===== config.mk =====
export PLATFORM = sky130hd
export DESIGN_NAME = ffc_cell
export DESIGN_NICKNAME = d
export VERILOG_FILES = /design/src/ffc_pkg.sv /design/src/ffc_cell.sv
export SDC_FILE = /design/constraint.sdc
export NUM_CORES = 1
export LEC_CHECK = 0
export ABC_AREA = 1
export BUFFER_PORTS_ARGS = -buffer_cell sky130_fd_sc_hd__buf_2
export CAP_MARGIN = 20
export CORE_ASPECT_RATIO = 1.2
export CORE_MARGIN = 2
export CORE_UTILIZATION = 50
export CTS_CLUSTER_DIAMETER = 100
export DETAILED_ROUTE_END_ITERATION = 7
export PLACE_DENSITY = 0.7
export SKIP_CTS_REPAIR_TIMING = 1
export SYNTH_ARGS = -nofsm -noshare
export SYNTH_HDL_FRONTEND = slang
export SYNTH_SLANG_ARGS = --single-unit
export TNS_END_PERCENT = 100

===== constraint.sdc =====
create_clock -name clk -period 15.3 [get_ports clk]
set_input_delay 0 -clock clk [delete_from_list [all_inputs] [get_ports clk]]
set_output_delay 0 -clock clk [all_outputs]
set_load 0.02 [all_outputs]

===== src/ffc_pkg.sv =====
// shared types, constants and codes for the full-convolution fir filter
// no dependencies; every other file of the block imports this package
package ffc_pkg;

  // filter dimensions
  localparam int TAPS        = 21;
  localparam int SAMPLE_BITS = 16;

  // field widths fixed by the item format
  localparam int VALUE_W = 16;
  localparam int IDX_W   = 5;
  localparam int OUT_W   = 37;

  // counter for the zero samples of the tail
  localparam int CNT_W = $clog2(TAPS);

  typedef logic signed [SAMPLE_BITS-1:0] sample_t;
  typedef logic signed [OUT_W-1:0]       acc_t;
  typedef logic        [IDX_W-1:0]       idx_t;
  typedef logic        [CNT_W-1:0]       cnt_t;

  // item operation codes
  typedef enum logic {
    OP_COEF_WR = 1'b0,
    OP_PUSH    = 1'b1
  } op_t;

  // sequencer states
  typedef enum logic [1:0] {
    ST_IDLE,
    ST_LAUNCH,
    ST_CALC
  } state_t;

  // controls broadcast from the sequencer to the tap chain
  typedef struct packed {
    logic    shift;
    sample_t shift_data;
    logic    launch;
    logic    coef_we;
    idx_t    coef_idx;
    sample_t coef_data;
    logic    last;
  } ctl_t;

endpackage


===== src/ffc_cell.sv =====
// one tap of the chain: coefficient, delayed sample and partial-sum stage
// depends on ffc_pkg
module ffc_cell (
  input  logic             clk,
  input  logic             rst_n,
  input  logic             coef_we,
  input  ffc_pkg::sample_t coef_data,
  input  logic             shift,
  input  ffc_pkg::sample_t x_in,
  output ffc_pkg::sample_t x_out,
  input  logic             tok_in,
  input  ffc_pkg::acc_t    psum_in,
  output logic             tok_out,
  output ffc_pkg::acc_t    psum_out
);
  import ffc_pkg::*;

  sample_t                       h_r;
  sample_t                       x_r;
  logic                          tok_r;
  acc_t                          psum_r;
  logic signed [2*SAMPLE_BITS-1:0] prod;

  // tap product, sign extended to the sum width
  assign prod = h_r * x_r;

  // coefficient and sample storage
  always_ff @(posedge clk) begin
    if (!rst_n) begin
      h_r <= '0;
      x_r <= '0;
    end else begin
      if (coef_we) begin
        h_r <= coef_data;
      end
      if (shift) begin
        x_r <= x_in;
      end
    end
  end

  // token marks the partial sum moving down the chain
  always_ff @(posedge clk) begin
    if (!rst_n) begin
      tok_r <= 1'b0;
    end else begin
      tok_r <= tok_in;
    end
  end

  // partial sum stage
  always_ff @(posedge clk) begin
    if (tok_in) begin
      psum_r <= psum_in + acc_t'(prod);
    end
  end

  assign x_out    = x_r;
  assign tok_out  = tok_r;
  assign psum_out = psum_r;

endmodule


==> results.toml <==
[run_status]
run_status = "finished clean"

[timing]
finalSetupTns_ns = 0
rsz0062_at_grt = "false"
fin_ws_ns = 8.904
period_share = 0.4181
min_period_ns = 6.396
slew_headroom = 0.3742
max_freq_mhz = 156.3
hold_slack_ns = 0.1025
hold_violations = 0
drv_slew = 0
fin_skew_ns = 0.009159
tightestPinTransition_ns = 0.9387
finalSetupViolCount = 0

[critical_path]
reg2regPathDepth = 21
critical_path_class = "flip-flop to flip-flop"
cp_cell_sequence = "nand2_1 > inv_1 > fa_1 > fa_1 > inv_1 > fa_1 > inv_1 > fa_1 > fa_1 > inv_1 > fa_1 > inv_1 > ha_1 > inv_1 > o21bai_1 > a21oi_1 > nand2_1 > a21oi_1 > nand2_1 > nand2_1 > nand2_1"
rrSetupSlack_ns = 8.90
cp_slowest_cell = "dfxtp_1"
worstPathArrival_ns = 6.51
cpPeakStageDelay_ns = 0.73
startpoint_type = "flip-flop"
worstPathRequired_ns = 15.42
r2r_start = "x_out[1]$_SDFFE_PN0P_"
cp_max_fo = 18
end_kind = "flip-flop"
r2r_end = "psum_out[33]$_DFFE_PP_"

[logic_synthesis]
synth_top_family_by_area = "adder cells"
synth_compound_area_frac = 0.03354
synthAdderAreaFrac = 0.5155
yosysSeqAreaShare = 0.1181
syn_avg_cell_area_sq_um = 8.088
yosys.area_share.xor_xnor = 0.01110
synth-simple-area-share = 0.1636
syn-num-nets = 2355
synth_ff_type = "edfxtp_1"
ys_seq_elements = 70
syn_inst = 1854
synth_mux_area_frac = 0
ys_types = 34
async_flop_share = 0
synth-edff-count = 37
yosys_warnings = 0
synth.cell_area_sq_mm = 0.01500

[min_path]
min_to = "x_out[10]$_SDFFE_PN0P_"
min-delay-start = "shift"
hold_path.class = "input pin to flip-flop"
min_path_cells = 3

[place]
dp_hpwl_microns = 31280
pre_cts_ws_ns = 8.955
port_buffers = 127
gp_congestion = 0.9339

[floorplan]
fp.dieW_microns = 162.1
design.core.area_sq_mm = 0.02961
dieArea_sq_mm = 0.03140
initial_core_util = 0.5064
design.portCount = 128
std_cell_rows = 69
die_y_microns = 193.7

[cells_and_area]
area_growth_pct = 10.55
drive_above_1_share = 0.09017
final_common_cell = "inv_1"
antenna_cells = 0
final-seq-area_sq_mm = 0.001772
final_core_util = 0.5598
fill_cells = 2727
multiInputGateArea_sq_mm = 0.01085
layout_common_cells = "inv_1, nand2_1, fa_1"
final_nets = 2459

[clocking]
cts.clk_slew.worst_paths_ns = 0.06
clockRootBuffer = "clkbuf_16"
clk_path_buf_depth = 2
cts_tree = "yes"
clock-sinks = 70
cts_buffers = 9
clkLatencyLatePin_ns = 0.36
htree_num_levels = 3

[routing]
routedWlPerCell_microns = 15.57
viasPerCell = 4.920
drc = 0
ant_nets = 0
vias = 11577
drt_first_pass_iters = 6
drt_wl_total_microns = 36650
drtIter0Drc = 772

[global_route]
grt.overflow.total = 0
antenna_found_initial = 0
use_met2 = 0.4635
gr-usage-all-layers = 0.2498
grt_use_met3 = 0.02717
grt_pass1_wl_microns = 61270
first_global_vias = 12658
grt_busiest_layer = "met2"
grt_max_degree = 39
met1_usage = 0.2893

[power_and_ir_drop]
power_frac_comb = 0.764
pwr_density_cell_mw_per_mm2 = 156.8
p_switching_mw = 1.430
p_clk_frac = 0.095
vdd_drop_max_uv = 113.4
internal_power_mw = 1.169
switching_share = 0.5503
power_frac_seq = 0.141
p_leak_nw = 9.719

[job]
drv_cap = 0
[routing by layer]
layer | vias to the layer above | part of all wire | routed length [microns]
met5 | - | 0 | 0
met2 | 363 | 0.53 | 19450
met1 | 5671 | 0.37 | 13710
met4 | 0 | 0.042 | 1540
li1 | 5457 | - | -
met3 | 86 | 0.053 | 1948
[area by class of cell]
type | instances | share of cell area
well taps | 390 | 0.02944
clock inverters | 3 | 0.002642
multi-input cells | 1153 | 0.6547
inverters | 560 | 0.1268
repair buffers | 164 | 0.06114
clock buffers | 13 | 0.01842
flip-flops and latches | 70 | 0.1069
[stage by stage]
step	cells	total power, mW	instance area, sq um
after global placement	2303	2.353	15870
after detailed placement	2303	2.364	15870
after floorplan	1854	1.794	15000
after global routing	2353	2.899	16580
final	2353	2.599	16580
after CTS	2319	2.626	16220
[worst max-delay path by stage]
stage                                from                endpoint  slack, ns  cells past startpoint
CTS                  h_r[15]$_SDFFE_PN0P_  psum_out[33]$_DFFE_PP_       8.91                     21
detailed placement   h_r[15]$_SDFFE_PN0P_  psum_out[33]$_DFFE_PP_       8.95                     21
global route         h_r[15]$_SDFFE_PN0P_  psum_out[36]$_DFFE_PP_       8.42                     21
floorplan           x_out[6]$_SDFFE_PN0P_  psum_out[35]$_DFFE_PP_       9.50                     23
global placement    x_out[1]$_SDFFE_PN0P_  psum_out[33]$_DFFE_PP_       8.99                     21
finish              x_out[1]$_SDFFE_PN0P_  psum_out[33]$_DFFE_PP_       8.90                     21
[cells in the mapped netlist (all sizes together) (7+ instances only)]
cell	instances	share of area
a21oi	33	0.012
clkbuf	68	0.017
dfxtp	33	0.044
edfxtp	37	0.074
fa	318	0.42
ha	109	0.091
inv	558	0.14
nand2	432	0.11
nand3	33	0.011
nor2	129	0.033
nor3	7	0.0033
o21ai	49	0.016
xor2	17	0.0099
[flip-flops by register name, indices dropped and copies added (netlist names)]
| name | flops |
|---|---|
| x_out | 16 |
| psum_out | 37 |
| h_r | 16 |
| tok_out | 1 |
[power groups by stage]
stage | logic [mW] | clock network [mW] | registers [mW]
CTS | 2.01 | 0.252 | 0.366
floorplan | 1.39 | 0 | 0.403
global route | 2.27 | 0.258 | 0.372
global placement | 1.98 | 0 | 0.370
finish | 1.99 | 0.247 | 0.366
detailed placement | 1.99 | 0 | 0.370
[critical path: cells and delay by family (launching register included)]
family / cells / cell delay (ns)
compound gates: 3 / 0.58
simple gates: 5 / 0.53
buf+inv: 6 / 0.77
fa+ha+maj: 7 / 3.55
flops: 1 / 0.73
[cells by family after synthesis]
group                    Yosys count
AO/OA/AOI/OAI                     93
XOR/XNOR                          19
adder cells (fa/ha/maj)          427
buffers and inverters            631
flip-flops                        70
AND/OR/NAND/NOR                  614
No activity file was read; power rests on OpenSTA's default activity.
