**config.mk**
```make
export PLATFORM = sky130hd
export DESIGN_NAME = ffc_ctrl_flat
export DESIGN_NICKNAME = d
export VERILOG_FILES = /design/src/ffc_pkg.sv /design/src/ffc_ifs.sv /design/src/ffc_ctrl.sv /design/src/flat_wrapper.sv
export SDC_FILE = /design/constraint.sdc
export NUM_CORES = 1
export LEC_CHECK = 0
export ABC_AREA = 1
export CELL_PAD_IN_SITES_DETAIL_PLACEMENT = 2
export CELL_PAD_IN_SITES_GLOBAL_PLACEMENT = 2
export CORE_MARGIN = 5
export CORE_UTILIZATION = 25
export DETAILED_ROUTE_END_ITERATION = 8
export DONT_BUFFER_PORTS = 1
export GPL_TIMING_DRIVEN = 0
export PLACE_DENSITY = 0.72
export SYNTH_ARGS = -nofsm -noshare
export SYNTH_HDL_FRONTEND = slang
export SYNTH_SLANG_ARGS = --single-unit
```
**constraint.sdc**
```tcl
create_clock -name clk -period 3.8 [get_ports clk]
set_input_delay 0.19 -clock clk [delete_from_list [all_inputs] [get_ports clk]]
set_output_delay 0.19 -clock clk [all_outputs]
set_load 0.01 [all_outputs]
```
**src/ffc_pkg.sv**
```systemverilog
// shared types, constants and codes for the full-convolution fir filter
// no dependencies; every other file of the block imports this package
package ffc_pkg;

  // filter dimensions
  localparam int TAPS        = 21;
  localparam int SAMPLE_BITS = 16;

  // field widths fixed by the item format
  localparam int VALUE_W = 16;
  localparam int IDX_W   = 5;
  localparam int OUT_W   = 37;

  // counter for the zero samples of the tail
  localparam int CNT_W = $clog2(TAPS);

  typedef logic signed [SAMPLE_BITS-1:0] sample_t;
  typedef logic signed [OUT_W-1:0]       acc_t;
  typedef logic        [IDX_W-1:0]       idx_t;
  typedef logic        [CNT_W-1:0]       cnt_t;

  // item operation codes
  typedef enum logic {
    OP_COEF_WR = 1'b0,
    OP_PUSH    = 1'b1
  } op_t;

  // sequencer states
  typedef enum logic [1:0] {
    ST_IDLE,
    ST_LAUNCH,
    ST_CALC
  } state_t;

  // controls broadcast from the sequencer to the tap chain
  typedef struct packed {
    logic    shift;
    sample_t shift_data;
    logic    launch;
    logic    coef_we;
    idx_t    coef_idx;
    sample_t coef_data;
    logic    last;
  } ctl_t;

endpackage

```
**src/ffc_ifs.sv**
```systemverilog
// valid/ready channel interfaces for input items and result items
// depends on ffc_pkg for field widths
interface ffc_in_if;
  import ffc_pkg::*;

  logic                       valid;
  logic                       ready;
  logic                       operation;
  logic [IDX_W-1:0]           coef_index;
  logic signed [VALUE_W-1:0]  value;
  logic                       last_sample;

  modport source (output valid, output operation, output coef_index, output value,
                  output last_sample, input ready);
  modport sink   (input valid, input operation, input coef_index, input value,
                  input last_sample, output ready);
endinterface


```
**src/ffc_ctrl.sv**
```systemverilog
// sequencer: takes items, writes coefficients, shifts samples and the tail zeros
// depends on ffc_pkg and ffc_in_if
module ffc_ctrl (
  input  logic          clk,
  input  logic          rst_n,
  ffc_in_if.sink        in_ch,
  input  logic          done,
  input  logic          res_free,
  output ffc_pkg::ctl_t ctl
);
  import ffc_pkg::*;

  state_t state_r, state_nxt;
  cnt_t   flush_cnt_r, flush_cnt_nxt;
  logic   final_r, final_nxt;
  logic   is_push;
  logic   idx_ok;

  assign is_push = (in_ch.operation == OP_PUSH);
  assign idx_ok  = (32'(in_ch.coef_index) < TAPS);

  // next state
  always_comb begin
    state_nxt     = state_r;
    flush_cnt_nxt = flush_cnt_r;
    final_nxt     = final_r;
    unique case (state_r)
      ST_IDLE: begin
        if (in_ch.valid && is_push) begin
          state_nxt     = ST_LAUNCH;
          flush_cnt_nxt = in_ch.last_sample ? CNT_W'(TAPS - 1) : '0;
          final_nxt     = 1'b0;
        end
      end
      ST_LAUNCH: begin
        if (res_free) begin
          state_nxt = ST_CALC;
        end
      end
      ST_CALC: begin
        if (done) begin
          if (flush_cnt_r != '0) begin
            state_nxt     = ST_LAUNCH;
            flush_cnt_nxt = flush_cnt_r - 1'b1;
            final_nxt     = (flush_cnt_r == cnt_t'(1));
          end else begin
            state_nxt = ST_IDLE;
          end
        end
      end
      default: state_nxt = ST_IDLE;
    endcase
  end

  // outputs
  always_comb begin
    in_ch.ready    = (state_r == ST_IDLE);
    ctl            = '0;
    ctl.coef_idx   = in_ch.coef_index;
    ctl.coef_data  = sample_t'(in_ch.value);
    ctl.last       = final_r;
    unique case (state_r)
      ST_IDLE: begin
        if (in_ch.valid) begin
          if (is_push) begin
            ctl.shift      = 1'b1;
            ctl.shift_data = sample_t'(in_ch.value);
          end else begin
            ctl.coef_we = idx_ok;
          end
        end
      end
      ST_LAUNCH: begin
        ctl.launch = res_free;
      end
      ST_CALC: begin
        // shift in one tail zero per output
        if (done && flush_cnt_r != '0) begin
          ctl.shift      = 1'b1;
          ctl.shift_data = '0;
        end
      end
      default: ;
    endcase
  end

  // state registers
  always_ff @(posedge clk) begin
    if (!rst_n) begin
      state_r     <= ST_IDLE;
      flush_cnt_r <= '0;
      final_r     <= 1'b0;
    end else begin
      state_r     <= state_nxt;
      flush_cnt_r <= flush_cnt_nxt;
      final_r     <= final_nxt;
    end
  end

endmodule
```
**src/flat_wrapper.sv**
```systemverilog
// flat-port wrapper written by rule: the top's interface ports become plain ports
module ffc_ctrl_flat import ffc_pkg::*;
  (clk, rst_n, done, res_free, ctl, in_ch_valid, in_ch_operation, in_ch_coef_index, in_ch_value, in_ch_last_sample, in_ch_ready);
  ffc_in_if in_ch_i ();
  input  logic clk;
  input  logic rst_n;
  input  logic done;
  input  logic res_free;
  output ffc_pkg::ctl_t ctl;
  input wire logic [$bits(in_ch_i.valid)-1:0] in_ch_valid;
  input wire logic [$bits(in_ch_i.operation)-1:0] in_ch_operation;
  input wire logic [$bits(in_ch_i.coef_index)-1:0] in_ch_coef_index;
  input wire logic [$bits(in_ch_i.value)-1:0] in_ch_value;
  input wire logic [$bits(in_ch_i.last_sample)-1:0] in_ch_last_sample;
  output wire logic [$bits(in_ch_i.ready)-1:0] in_ch_ready;
  assign in_ch_i.valid = in_ch_valid;
  assign in_ch_i.operation = in_ch_operation;
  assign in_ch_i.coef_index = in_ch_coef_index;
  assign in_ch_i.value = in_ch_value;
  assign in_ch_i.last_sample = in_ch_last_sample;
  assign in_ch_ready = in_ch_i.ready;
  ffc_ctrl u_core (.clk(clk), .rst_n(rst_n), .in_ch(in_ch_i), .done(done), .res_free(res_free), .ctl(ctl));
endmodule
```
==> results.md, run 1 <==
- H-tree lvl count: 1
- DRT Wirelength: 2763 µm
- Drt via density: 4.389
- Iter 0 DRT Violations: 13
- DIE WIDTH: just under 70 µm
- Syn nets: 171
- DRC: 0
- Finished Layout Cells: 190
- CTS Hold Bufs: 0
- Unrepaired setup endpoints after global routing: false
- CP startpoint kind: register
- First-pass GRT wire length: 3953 µm
- GRT Util Overall: 0.1124
- ANT nets after route: 0
- Vias: 834
- Slew headroom: 0.7947
- Synth Instances: ~140
- Pwr Density: 277.2 nW/µm²
- Main area contributors after synthesis: buf_4 (19%), dfxtp_1 (19%), nor2_1 (14%), inv_1 (12%), nand2_1 (9.3%)
- Pins Over Slew Limit: 0
- I/O Buffers: 0
- Endpoints failing hold: 0
- Lkg Pwr: 0.5053 nW
- Wire per inst: 14.54 µm
- Final worst path period share: 0.4490
- Area leader, netlist: buf_4
- Aggregate global routing overflow: 0
- CTS tree: yes
- Multi-input logic area: between 400 and 500 µm²
- Hold WC Path Type: primary input to register
- Status: finished clean
- Die height: between 60 and 70 µm
- Dpl hpwl: 2364 µm
- #FFs+latches synth: 8
- Core Area: 3311 µm²
- Post-CTS setup buffers: 0
- Layout cells sized above 1: 0.2708
- Starting density of the core: 0.2566
- Placed insts: 187
- Site row count: 21
- Unique masters post-synth: 19
- CP Max Fanout: 10
- Register area: 160.2 µm²
- RePlAce Congestion: ~0.72
- Final #Nets: around 180
- Worst vdd ir: 0.1348 mV
- Reg clk slew, reported paths: 0.06 ns
- Fillers: 420
- Syn_area_per_cell: 6.025 µm²
- DRT Pass-1 Iters: 4
- Final worst path period need: 1.706 ns
- Clk sinks: 8
- Clock Tree Root: clkbuf_4
- Bufs on Longest Clock Path: 2
- Largest net degree at the start of global routing: 11
- Worst slew pin tran: 0.3075 ns
- Critical Path End Type: output pin
- TritonCTS Buffers: 3
- Worst EP arrival: 1.52 ns
- Die ar.: approximately 4700 µm²
- Clk_lat worst skew: 0.26 ns
- Initial antenna violation count: 0
- Warnings from Yosys: 0
- Seq/Total Area, Yosys: 0.1885
- Vias in the first global route: slightly below 900
- Max-cap violations: 0
- Area Overhead vs Synth: 9.426%
- Fin Setup TNS: 0 ns
- Worst setup path class: register to output pin
- Mapped cell area: between 800 and 900 µm²
- # diodes: 0
- Worst EP required: 3.61 ns
- Clock Skews: 0.002785 ns
- Fmax: 586.1 MHz
- Post-CTS Resized: 0
- Synth top area share: 0.1944
- Setup Viol. Count Final: 0
- Top Ports: 70
==> per-layer routing <==
metal / vias to the layer above / wire length, µm / GRT usage
met4: 0 / 35 / 0.04467
met2: 38 / 1511 / 0.2262
li1: 396 / - / -
met1: 396 / 918 / 0.1075
met5: - / 0 / 0
met3: 4 / 297 / 0.02463
==> state kept, by name (all words and copies together) (netlist names) <==
name	flops
u_core.flush_cnt_r	5
u_core.state_r	2
u_core.final_r	1
==> metrics by stage <==
| step | setup slack [ns] | util | area, µm² | hold WS, ns | total power, mW |
|---|---|---|---|---|---|
| floorplan | 2.529 | - | 849.6 | 0.3104 | 0.1732 |
| global placement | 2.398 | 0.2740 | 907.1 | 0.3134 | 0.1855 |
| detailed placement | 2.349 | 0.2740 | 907.1 | 0.3225 | 0.1902 |
| CTS | 2.057 | 0.2808 | 929.6 | 0.03795 | 0.2643 |
| global route | 1.948 | 0.2808 | 929.6 | 0.03438 | 0.2796 |
| finish | 2.094 | 0.2808 | 929.6 | 0.04254 | 0.2577 |
==> cell type report <==
class	count	area share
inverter	29	0.1171
multi-input combinational	81	0.4415
tap	46	0.06191
sequential	8	0.1723
buffer	23	0.1830
clock buffer	3	0.02423
==> cell usage in the layout, fill, tap and decap left out <==
master and instances:
nand2_4 3, nand3_1 7, nand2_2 3, o21ai_0 2
nor2_4 2, dfxtp_1 8, a21oi_1 4, nor2_2 1
nand2_1 21, buf_2 1, clkbuf_4 3, inv_2 2
nor3_1 1, nand3_4 1, inv_1 27, nor2_1 31
buf_4 22, or2_2 1, nand3b_1 2, ha_1 2
==> worst max-delay path, cell delays in order (launching register included) <==
cell     delay (ns)
dfxtp_1        0.39
nor2_4         0.22
nand3_4        0.18
buf_2          0.23
nor2_1         0.22
==> path summary, 6_finish.rpt <==
path                         start                    end  slack (ns)  cells after the start
max              u_core.state_r[0]                ctl[29]        2.09                      4
min                          rst_n  u_core.flush_cnt_r[3]        0.04                      2
max reg2reg  u_core.flush_cnt_r[0]         u_core.final_r        2.32                      9
min reg2reg  u_core.flush_cnt_r[0]  u_core.flush_cnt_r[0]        0.52                      2
==> logic make-up (layout without fill, tap and decap cells) <==
family	after synthesis	in the layout	share of synthesized area
fa+ha+maj	2	2	0.02945
simple gates	73	73	0.4183
buf+inv	52	55	0.3284
compound gates	6	6	0.03535
flops	8	8	0.1885
==> cells in the mapped netlist <==
master and instances:
a21oi_1 4, nand2_1 21, nor2_2 1, nor2_4 2, dfxtp_1 8, buf_4 22, or2_2 1, inv_1 27
nand2_4 3, o21ai_0 2, ha_1 2, inv_2 2, nand3_1 7, nor2_1 31, buf_2 1, nand2_2 3
nand3b_1 2, nand3_4 1, nor3_1 1
==> report_power, final <==
group / total, mW / internal [mW] / switching (mW)
sequential: 0.0964 / 0.0898 / 0.00654
combinational: 0.0908 / 0.0352 / 0.0556
clock: 0.0705 / 0.0365 / 0.0340
total: 0.258 / 0.162 / 0.0961
Note: power is estimated with default switching activity, not from simulation.
==> run 2, diff against run 1 <==
==> constraint.sdc (replaced) <==
create_clock -name clk -period 1.8 [get_ports clk]
set_input_delay 0.09 -clock clk [delete_from_list [all_inputs] [get_ports clk]]
set_output_delay 0.09 -clock clk [all_outputs]
set_load 0.01 [all_outputs]
==> results.md, run 2 (same netlist as run 1, synthesis figures left out) <==
- Aggregate global routing overflow: 0
- Site row count: 21
- I/O Buffers: 0
- DRC: 0
- GR Util met3: 0.02627
- Die ar.: 4664 µm²
- Post-CTS Resized: 0
- Clock Skews: roughly 0.0029 ns
- Commonest non-fill, non-tap cell in the layout: nor2_1
- Critical Path End Type: output pin
- Largest net degree at the start of global routing: 11
- # diodes: 0
- First-pass GRT wire length: 4022 µm
- Worst vdd ir: 0.2847 mV
- Largest Register: u_core.flush_cnt_r
- Vias in the first global route: 896
- Max-cap violations: 0
- Bufs on Longest Clock Path: 2
- Die height: 68.30 µm
- Worst EP arrival: 1.52 ns
- Pwr Density: 582.9 nW/µm²
- Worst EP required: 1.71 ns
- CP startpoint kind: register
- Worst setup path class: register to output pin
- CP Max Fanout: 10
- Vias: roughly 840
- Clk_lat worst skew: 0.26 ns
- Largest regs: u_core.flush_cnt_r x5, u_core.state_r x2, u_core.final_r x1
- Layout cells sized above 1: 0.2690
- WHS Path Cells: 2
- Initial antenna violation count: 0
- Final worst path period share: 0.8924
- Fmax: 622.6 MHz
- Most frequent cells in the layout: nor2_1 (31), inv_1 (27), buf_4 (22)
- ANT nets after route: 0
- Pins Over Slew Limit: 0
- Flop pwr share: 0.372
- Area Overhead vs Synth: 10.60%
- Slew headroom: 0.7947
- Final worst path period need: 1.606 ns
- Fin Setup TNS: 0 ns
- Lkg Pwr: just over 0.5 nW
- Clock Tree Root: clkbuf_4
- Core Area: 3311 µm²
- Largest register FFs: 5
- DIE WIDTH: around 68 µm
- Endpoints failing hold: 0
- Status: finished clean
- Reg clk slew, reported paths: 0.06 ns
- Unrepaired setup endpoints after global routing: false
- Wire per inst: 14.50 µm
- RePlAce Congestion: just over 0.7
- Busiest metal layer after global routing: met2
- Register area: 160.2 µm²
- Grt met2 use: 0.2310
- Fillers: 417
- DRT Wirelength: 2769 µm
- GRT Util Overall: 0.1141
- Post-CTS setup buffers: 0
- TritonCTS Buffers: 3
- Final #Nets: 177
- CTS tree: yes
- Drt via density: approximately 4.4
- Dpl hpwl: 2364 µm
- Switching share of power: 0.3750
- Clk network pwr share: 0.272
- Logic pwr share: 0.357
- Hold WC Path Type: primary input to register
- Worst r2r path cells: 9
- Clk sinks: 8
- DRT Pass-1 Iters: 4
- Multi-input logic area: 410.4 µm²
- Iter 0 DRT Violations: 6
- Setup Viol. Count Final: 0
- Starting density of the core: 0.2566
- WHS: 0.01856 ns
- M1 GR Usage: 0.1075
- Design internal power: 0.3423 mW
- Switching power: between 0.2 and 0.25 mW
- H-tree lvl count: 1
- CTS Hold Bufs: 1
- Worst slew pin tran: 0.3075 ns
- Top Ports: 70
==> run 2: final timing paths <==
check | slack, ns | end | start
hold reg to reg | 0.52 | u_core.flush_cnt_r[0] | u_core.flush_cnt_r[0]
hold / removal | 0.02 | u_core.state_r[0] | res_free
setup / recovery | 0.19 | ctl[29] | u_core.state_r[0]
setup reg to reg | 0.32 | u_core.final_r | u_core.flush_cnt_r[0]
==> run 2: area by class of cell <==
type	count	area share
buffer	23	0.1811
clock buffer	3	0.02397
inverter	29	0.1158
multi-input combinational	81	0.4368
sequential	8	0.1704
tap	46	0.06125
timing repair buffer	1	0.01065
==> run 2: layer usage <==
layer  share of wire  vias to the layer above
li1                -                      398
met1            0.33                      399
met2            0.55                       38
met3            0.11                        4
met4           0.013                        0
met5               0                        -
==> run 2: power by group through the flow <==
stage / Clock, mW / Combinational (mW) / Sequential [mW]
after global placement: 0 / 0.185 / 0.206
after CTS: 0.157 / 0.201 / 0.203
after detailed placement: 0 / 0.194 / 0.207
after global routing: 0.171 / 0.219 / 0.205
after floorplan: 0 / 0.162 / 0.204
final: 0.149 / 0.195 / 0.204
==> run 2: worst max-delay path, cell delays in order (launching register included) <==
cell,delay [ns]
dfxtp_1,0.39
nor2_4,0.22
nand3_4,0.19
buf_2,0.23
nor2_1,0.22
==> run 2: metrics by stage <==
step / cells / setup slack, ns / util / area, µm² / total power [mW]
2_1_floorplan: 141 / 0.5865 / - / 849.6 / 0.3656
3_3_place_gp: 187 / 0.4173 / 0.2740 / 907.1 / 0.3917
3_5_place_dp: 187 / 0.3547 / 0.2740 / 907.1 / 0.4015
4_1_cts: 191 / 0.1567 / 0.2838 / 939.7 / 0.5616
5_1_grt: 191 / 0.04757 / 0.2838 / 939.7 / 0.5951
6_report: 191 / 0.1937 / 0.2838 / 939.7 / 0.5477
==> run 3, diff against run 2 <==
--- a/config.mk
+++ b/config.mk
@@ -8,12 +8,13 @@
 export ABC_AREA = 1
 export CELL_PAD_IN_SITES_DETAIL_PLACEMENT = 2
 export CELL_PAD_IN_SITES_GLOBAL_PLACEMENT = 2
-export CORE_MARGIN = 5
+export CORE_MARGIN = 1.5
 export CORE_UTILIZATION = 25
 export DETAILED_ROUTE_END_ITERATION = 8
 export DONT_BUFFER_PORTS = 1
 export GPL_TIMING_DRIVEN = 0
 export PLACE_DENSITY = 0.72
+export REMOVE_ABC_BUFFERS = 1
 export SYNTH_ARGS = -nofsm -noshare
 export SYNTH_HDL_FRONTEND = slang
 export SYNTH_SLANG_ARGS = --single-unit
==> results.md, run 3 (same netlist as run 1, synthesis figures left out) <==
- Top Family by Delay on Critical Path: simple AND/OR/NAND/NOR gates
- Fmax: 649.0 MHz
- Clk_lat worst skew: 0.26 ns
- Largest regs: u_core.flush_cnt_r x5, u_core.state_r x2, u_core.final_r x1
- Initial antenna violation count: 0
- Commonest non-fill, non-tap cell in the layout: nor2_1
- Lkg Pwr: between 0.4 and 0.5 nW
- Final worst path period need: 1.541 ns
- Pre-CTS WS: 0.3172 ns
- Wire per inst: 13.60 µm
- H-tree lvl count: 1
- DRC: 0
- Dpl hpwl: 1908 µm
- Die height: 61.30 µm
- Pins Over Slew Limit: 0
- Clk sinks: 8
- Site row count: 20
- Slowest CP cell: dfxtp_1
- DRT Wirelength: 2257 µm
- Largest register FFs: 5
- CP startpoint kind: register
- DIE WIDTH: 61.30 µm
- Largest net degree at the start of global routing: 20
- Placed insts: 162
- Die ar.: 3757 µm²
- Starting density of the core: 0.2716
- ANT nets after route: 0
- Post-CTS Resized: 0
- Layout cells sized above 1: 0.1311
- TritonCTS Buffers: 3
- Hold WC Path Type: primary input to register
- Worst slew pin tran: around 0.30 ns
- Slew headroom: 0.7986
- Fillers: ~400
- Final worst path period share: 0.8560
- Worst vdd ir: about 0.23 mV
- Final #Nets: 154
- Drt via density: 4.494
- Setup Viol. Count Final: 0
- Worst EP arrival: 1.45 ns
- DRT Pass-1 Iters: 3
- Worst setup path class: register to output pin
- GRT Util Overall: 0.1198
- Fin Setup TNS: 0 ns
- Clock Skews: 0.006593 ns
- Area Overhead vs Synth: -9.720%
- Core Area: 3128 µm²
- Top Ports: 70
- First-pass GRT wire length: roughly 3300 µm
- CP Max Fanout: 8
- Post-CTS setup buffers: 0
- # diodes: 0
- Unrepaired setup endpoints after global routing: false
- WP buf/inv: 2
- Setup WS post-layout: between 0.2 and 0.3 ns
- Aggregate global routing overflow: 0
- Tot Pwr: 0.4874 mW
- Vias in the first global route: 761
- Bufs on Longest Clock Path: 2
- Pwr Density: 635.5 nW/µm²
- RePlAce Congestion: 0.7580
- Ordered cell list for the critical path: inv_1 -> ha_1 -> inv_1 -> nor2_1 -> nand2_1 -> nand2_2 -> nand2_4
- Max-cap violations: 0
- CP most frequent cell: inv_1
- Iter 0 DRT Violations: 9
- Largest Register: u_core.flush_cnt_r
- Finished Layout Cells: 166
- Clock Tree Root: clkbuf_4
- Status: finished clean
- Reg clk slew, reported paths: about 0.060 ns
- Max incr delay on CP: 0.32 ns
- Critical Path End Type: output pin
- CTS tree: yes
- Vias: 746
- Most frequent cells in the layout: nor2_1 (31), inv_1 (27), nand2_1 (21)
- Endpoints failing hold: 0
- I/O Buffers: 0
- Worst EP required: 1.71 ns
run 3: cell count changes in the layout (fill, tap and decap cells not counted):
cell / change
buf_4: -22
buf_2: -1
run 3: final cells by class:
class	count	area [µm²]	area share
well taps	44	55.05	0.07178
flip-flops and latches	8	160.2	0.2088
multi-input cells	81	410.4	0.5351
inverters	29	108.9	0.1419
repair buffers	1	10.01	0.01305
clock buffers	3	22.52	0.02936
run 3: worst paths after layout:
path                                         endpoint  slack (ns)                  start  cells past startpoint
worst max register to register  u_core.flush_cnt_r[3]        0.33  u_core.flush_cnt_r[0]                     10
worst min-delay path                u_core.state_r[0]        0.02               res_free                      2
worst min register to register  u_core.flush_cnt_r[1]        0.52  u_core.flush_cnt_r[1]                      2
worst max-delay path                          ctl[40]        0.26  u_core.flush_cnt_r[0]                      7
run 3: what timing repair did:
item	4_1_cts	5_1_grt
hold buffers	1	0
hold endpoints to repair	8	0
endpoints found under the setup margin	0	0
run 3: report_power, final:
group	internal [mW]	leakage [nW]	total, mW	switching, mW
sequential	0.190	0.0656	0.205	0.0148
combinational	0.0429	0.321	0.136	0.0931
clock	0.0769	0.0138	0.147	0.0700
run 3: per-stage QoR:
stage	hold slack [ns]	instance area, µm²	util
finish	0.02415	767.0	0.2452
detailed placement	0.1801	734.5	0.2348
CTS	0.01420	767.0	0.2452
global placement	0.1801	734.5	0.2348
global route	0.03136	767.0	0.2452
floorplan	0.1800	679.4	-
run 3: metal layers:
metal | GRT usage | part of all wire
met1 | 0.1080 | 0.37
met2 | 0.2508 | 0.52
met3 | 0.02311 | 0.093
met4 | 0.04969 | 0.015
met5 | 0 | 0
